--- config.mk ---
export PLATFORM = sky130hd
export DESIGN_NAME = mmre_mac_cell
export DESIGN_NICKNAME = d
export VERILOG_FILES = /design/src/design/mmre_pkg.sv /design/src/design/mmre_mac_cell.sv
export SDC_FILE = /design/constraint.sdc
export NUM_CORES = 1
export LEC_CHECK = 0
export ABC_AREA = 1
export BUFFER_PORTS_ARGS = -buffer_cell sky130_fd_sc_hd__buf_2
export CORE_MARGIN = 2
export CORE_UTILIZATION = 31
export DETAILED_ROUTE_END_ITERATION = 8
export PLACE_DENSITY = 0.42
export SLEW_MARGIN = 20
export SYNTH_ARGS = -nofsm -noshare
export SYNTH_HDL_FRONTEND = slang
export SYNTH_SLANG_ARGS = --single-unit
export TNS_END_PERCENT = 5
--- constraint.sdc ---
create_clock -name i_clk -period 7.7 [get_ports i_clk]
set_clock_uncertainty 0.05 [all_clocks]
set_input_delay 0.385 -clock i_clk [delete_from_list [all_inputs] [get_ports i_clk]]
set_output_delay 0.385 -clock i_clk [all_outputs]
set_load 0.05 [all_outputs]
--- src/design/mmre_pkg.sv ---
package mmre_pkg;

    // Sizing
    localparam int MAX_DIM    = 16;
    localparam int DATA_WIDTH = 16;
    localparam int FRAC_BITS  = 8;

    localparam int DIM_LIM  = (MAX_DIM < 16) ? MAX_DIM : 16;
    localparam int OUT_BITS = (DATA_WIDTH < 16) ? DATA_WIDTH : 16;
    localparam int K_W      = $clog2(DIM_LIM);
    localparam int AW       = $clog2(MAX_DIM * MAX_DIM);
    localparam int PROD_W   = 2 * DATA_WIDTH;
    localparam int ACC_W    = PROD_W + K_W + 1;
    localparam int RND_W    = ACC_W + 1;

    // Fixed field widths
    localparam int DIM_W      = 5;
    localparam int IDX_W      = 4;
    localparam int VAL_W      = 16;
    localparam int FUNC_W     = 2;
    localparam int REG_ADDR_W = 4;
    localparam int APB_DW     = 32;

    typedef logic signed [DATA_WIDTH-1:0] t_data;
    typedef logic signed [PROD_W-1:0]     t_prod;
    typedef logic signed [ACC_W-1:0]      t_acc;
    typedef logic signed [VAL_W-1:0]      t_val;
    typedef logic [K_W-1:0]               t_k;
    typedef logic [DIM_W-1:0]             t_dim;
    typedef logic [IDX_W-1:0]             t_idx;

    typedef enum logic [FUNC_W-1:0] {
        FUNC_LOAD_A  = 2'd0,
        FUNC_LOAD_B  = 2'd1,
        FUNC_COMPUTE = 2'd2
    } t_func;

    typedef enum logic [1:0] {
        REG_ROWS_A    = 2'd0,
        REG_INNER_DIM = 2'd1,
        REG_COLS_B    = 2'd2
    } t_reg;

    typedef enum logic [1:0] {
        ST_IDLE,
        ST_RUN,
        ST_WAIT,
        ST_OUT
    } t_state;

    // One step of the inner product travelling down the cell chain
    typedef struct packed {
        logic  vld;
        logic  first;
        logic  last;
        logic  nul;
        t_k    k;
        t_data a;
    } t_tok;

    typedef struct packed {
        logic clr;
        logic shift;
        logic bwe;
    } t_cell_ctl;

    localparam longint DATA_HI = (64'sd1 <<< (DATA_WIDTH - 1)) - 64'sd1;
    localparam longint DATA_LO = -DATA_HI - 64'sd1;

    localparam logic signed [RND_W-1:0] RND_BIAS =
        RND_W'((64'sd1 <<< FRAC_BITS) >>> 1);
    localparam logic signed [RND_W-1:0] OUT_HI =
        RND_W'((64'sd1 <<< (OUT_BITS - 1)) - 64'sd1);
    localparam logic signed [RND_W-1:0] OUT_LO = -OUT_HI - RND_W'(1);

    function automatic t_dim eff_dim(input t_dim v);
        t_dim r;
        if (v > t_dim'(DIM_LIM)) r = t_dim'(DIM_LIM);
        else r = v;
        return r;
    endfunction

    function automatic t_data sat_in(input t_val v);
        longint x;
        x = longint'(v);
        if (x > DATA_HI) x = DATA_HI;
        else if (x < DATA_LO) x = DATA_LO;
        return t_data'(x);
    endfunction

    // Round half up, floor shift, saturate
    function automatic t_val round_sat(input t_acc acc);
        logic signed [RND_W-1:0] s;
        s = (RND_W'(acc) + RND_BIAS) >>> FRAC_BITS;
        if (s > OUT_HI) s = OUT_HI;
        else if (s < OUT_LO) s = OUT_LO;
        return t_val'(s);
    endfunction

endpackage

--- src/design/mmre_mac_cell.sv ---
module mmre_mac_cell (
    input  logic                i_clk,
    input  logic                i_rst_n,
    input  mmre_pkg::t_cell_ctl i_ctl,
    input  mmre_pkg::t_k        i_bk,
    input  mmre_pkg::t_data     i_bdata,
    input  mmre_pkg::t_tok      i_tok,
    output mmre_pkg::t_tok      o_tok,
    input  mmre_pkg::t_val      i_res,
    output mmre_pkg::t_val      o_res,
    output logic                o_done
);
    import mmre_pkg::*;

    t_data r_bcol [DIM_LIM];
    t_tok  r_tok;
    t_prod r_prod;
    logic  r_pv;
    logic  r_pf;
    logic  r_pl;
    t_acc  r_acc;
    logic  r_fin;
    t_val  r_res;
    logic  r_done;

    // Column of B owned by this cell
    always_ff @(posedge i_clk) begin
        if (i_ctl.bwe) begin
            r_bcol[i_bk] <= i_bdata;
        end
    end

    always_ff @(posedge i_clk) begin
        if (!i_rst_n) begin
            r_tok.vld <= 1'b0;
            r_pv      <= 1'b0;
            r_fin     <= 1'b0;
            r_done    <= 1'b0;
        end else begin
            r_tok <= i_tok;
            r_pv  <= r_tok.vld;
            r_pf  <= r_tok.first;
            r_pl  <= r_tok.last;
            r_prod <= r_tok.nul ? '0
                                : t_prod'(r_tok.a) * t_prod'(r_bcol[r_tok.k]);
            if (r_pv) begin
                r_acc <= r_pf ? t_acc'(r_prod) : r_acc + t_acc'(r_prod);
            end
            r_fin <= r_pv & r_pl;
            if (i_ctl.clr) begin
                r_done <= 1'b0;
            end else if (r_fin) begin
                r_done <= 1'b1;
            end
            if (i_ctl.shift) begin
                r_res <= i_res;
            end else if (r_fin) begin
                r_res <= round_sat(r_acc);
            end
        end
    end

    assign o_tok  = r_tok;
    assign o_res  = r_res;
    assign o_done = r_done;

endmodule

==> flow_metrics.tcl <==
set metrics [dict create \
    synth_area_leaders "edfxtp_1 (39%), fa_1 (19%), inv_1 (7.1%)" \
    grt_max_degree 53 \
    yosysTopAreaCellShare_pct 39.4 \
    maxSlewViolCount 0 \
    post_synth_num_cell_types 44 \
    core_um2 89600 \
    start_util_pct 31.1 \
    ant_nets 0 \
    slew_headroom_pct 45.3 \
    ys_async_sr_fraction_pct 0 \
    drt-initial-drc-count 1460 \
    die_w_um 304 \
    num_rows 110 \
    avgRoutedWirePerCell_um 18.8 \
    whs_endpoint "o_res[14]$_DFFE_PP_" \
    syn_to_final_growth_pct 15.1 \
    min_from "i_res[14]" \
    cts-htree-levels 2 \
    finalWorstSetupSlack_ns 0.369 \
    timing.final.crit_period_ns 7.33 \
    status "complete, no violations" \
    io_pins 106 \
    vias 20600 \
    worst_pin_slew_ns 0.819 \
    antenna_found_initial 4 \
    finalSetupViolCount 0 \
    grt_pass1_wl_mm 127 \
    drive_above_1_share_pct 10.3 \
    crit_arrival_ns 7.63 \
    regArea_um2 11200 \
    dr.pass1.iters 5 \
    ys_warn_count 0 \
    fmax_mhz 136 \
    drc_errors 0 \
    multi_input_area_um2 14400 \
    hold_path_depth 3 \
    netlist_area_um2 27900 \
    place_hpwl_mm 61.7 \
    yosysTopAreaCell "edfxtp_1" \
    synth_seq_area_share_pct 40.0 \
    worst_ep_required_time_ns 8.00 \
    root_buffer "clkbuf_16" \
    ff2ff_setup_slack_ns 0.37 \
    finalHoldViolCount 0 \
    hp-class "input port to register" \
    ys_ff_latch 374 \
    grt_pass1_vias 21800 \
    synth_edf_count 366 \
    grt_overflow 0 \
    cap_violations 0 \
    finalWeightedCongestion 0.877 \
    fin_crit_sh_pct 95.2 \
    syn_avg_cell_area_um2 9.52 \
    dp_slack_ns 0.0425 \
    cts_sinks 374 \
    timing.rr.end "r_prod[26]$_SDFFCE_PP0P_" \
    syn_inst 2930 \
    drt_wl_total_mm 81.3 \
    synth_nets 3377 \
    n_fill_cell 9137 \
    crit_type "register to register" \
    cts_tree "built" \
    dieArea_um2 92400 \
    max-clock-path-buffers 3 \
    endpoint_kind "register" \
    track_usage_pct 17.8 \
    final_net_count 3554 \
    startpoint_type "register" \
    die_h_um 304 \
    insertion_delay_ns 0.59 \
    worstPathMaxFanout 52 \
    synth-main-ff-cell "edfxtp_1" \
    numCtsBuffers 44 \
    routed_via_density 4.78 \
    antennaDiodeCount 0 \
    portBuffers 105 \
    clkTransAtPathRegs_ns 0.07 \
    r2r_cells 27 \
]
==> per-layer routing <==
metal | routed length, µm | up-vias | part of all wire (%) | global-route usage, %
met5 | 23 | - | 0.028 | 0
met4 | 2230 | 4 | 2.7 | 5.08
met3 | 4610 | 102 | 5.7 | 3.41
met2 | 37700 | 485 | 46 | 29.1
met1 | 36700 | 10200 | 45 | 24.0
li1 | - | 9843 | - | -
==> per-stage QoR <==
| step | std cells | util, % | hold slack, ns | setup TNS [ns] | instance area [µm²] |
|---|---|---|---|---|---|
| finish | 4318 | 35.8 | 0.0337 | 0 | 32100 |
| global route | 4318 | 35.8 | 0.0178 | -0.00983 | 32100 |
| CTS | 4316 | 35.8 | 0.00123 | 0 | 32000 |
| detailed placement | 4197 | 33.7 | 0.412 | 0 | 30200 |
| global placement | 4197 | 33.7 | 0.411 | 0 | 30200 |
| floorplan | 2930 | - | 0.376 | 0 | 27900 |
==> cells by family (layout without fill, tap and decap cells) <==
| logic type | count (synthesis) | count (layout) | share of synthesized area (%) |
|---|---|---|---|
| flip-flops | 374 | 374 | 40.0 |
| AND/OR/NAND/NOR | 1015 | 1015 | 14.9 |
| adder cells (fa/ha/maj) | 382 | 382 | 24.2 |
| XOR/XNOR | 37 | 37 | 1.16 |
| buffers and inverters | 625 | 837 | 8.69 |
| AO/OA/AOI/OAI | 433 | 433 | 8.70 |
| multiplexers | 64 | 64 | 2.30 |
==> critical path, stage by stage (launching register included) <==
cell,delay (ns)
dfxtp_4,0.51
buf_12,0.28
mux2i_1,0.15
o211ai_1,0.17
o211ai_1,0.11
nand2_1,0.30
buf_4,0.26
nand2_1,0.09
fa_1,0.52
inv_1,0.06
fa_1,0.50
fa_1,0.56
fa_1,0.53
fa_1,0.54
inv_1,0.05
fa_1,0.53
inv_1,0.04
ha_1,0.36
nand2_1,0.16
nor2_1,0.17
nor3b_1,0.27
nand4_1,0.14
nand3_1,0.19
a21oi_1,0.13
o21bai_1,0.18
nand2_1,0.07
nand2_1,0.06
nor2_1,0.05
==> cell usage after synthesis (all sizes together) (16+ instances only) <==
cell / number
nand2: 544
o21ai: 166
o211ai: 64
nor2: 325
clkbuf: 37
xor2: 20
inv: 533
xnor2: 17
buf: 53
ha: 119
a21oi: 158
fa: 263
a21o: 16
mux2i: 64
nand3: 87
edfxtp: 366
nor3: 16
==> timing repair <==
item,in CTS,in global routing
gates resized for setup,0,13
endpoints found under the setup margin,2,15
hold buffers,37,0
gates cloned,0,0
setup buffers,1,2
endpoints found under the hold margin,41,0
==> registers in the layout (all words and copies together) (netlist names), 16 cells and up, named ones only <==
| register | count |
|---|---|
| o_tok | 24 |
| r_acc | 37 |
| o_res | 16 |
| r_prod | 32 |
| r_bcol | 256 |
==> worst max path at each step <==
stage / from / end / slack [ns] / cells after the start
final: register / r_prod[26]$_SDFFCE_PP0P_ / 0.37 / 27
after global routing: register / r_prod[31]$_SDFFCE_PP0P_ / -0.01 / 27
after CTS: register / r_prod[31]$_SDFFCE_PP0P_ / 0.01 / 25
after detailed placement: register / r_prod[23]$_SDFFCE_PP0P_ / 0.04 / 24
after global placement: register / r_prod[23]$_SDFFCE_PP0P_ / 0.05 / 22
after floorplan: register / r_prod[28]$_SDFFCE_PP0P_ / 1.12 / 26
==> placed cells by master, fill, tap and decap left out, types with 20 or more instances in the layout <==
cell type / netlist / final
nand3_1: 86 / 86
buf_2: 33 / 104
nor2_2: 8 / 21
ha_1: 119 / 119
a21oi_1: 158 / 157
inv_1: 527 / 525
mux2i_1: 64 / 64
o211ai_1: 64 / 64
edfxtp_1: 366 / 366
clkbuf_16: 0 / 45
buf_4: 1 / 68
nand2_1: 526 / 524
o21ai_0: 166 / 166
nor2_1: 313 / 296
dlygate4sd3_1: 0 / 37
xor2_1: 20 / 20
fa_1: 263 / 262
==> area by class of cell <==
| cell class | instances | area share [%] |
|---|---|---|
| Tap cell | 1176 | 4.58 |
| Clock buffer | 52 | 3.59 |
| Clock inverter | 29 | 0.943 |
| Timing Repair Buffer | 221 | 5.00 |
| Sequential cell | 374 | 34.8 |
| Multi-Input combinational cell | 1931 | 44.8 |
| Inverter | 535 | 6.28 |
Power is not shown: default switching activity piles up to over one toggle a cycle in this logic, so the estimate is an artifact.
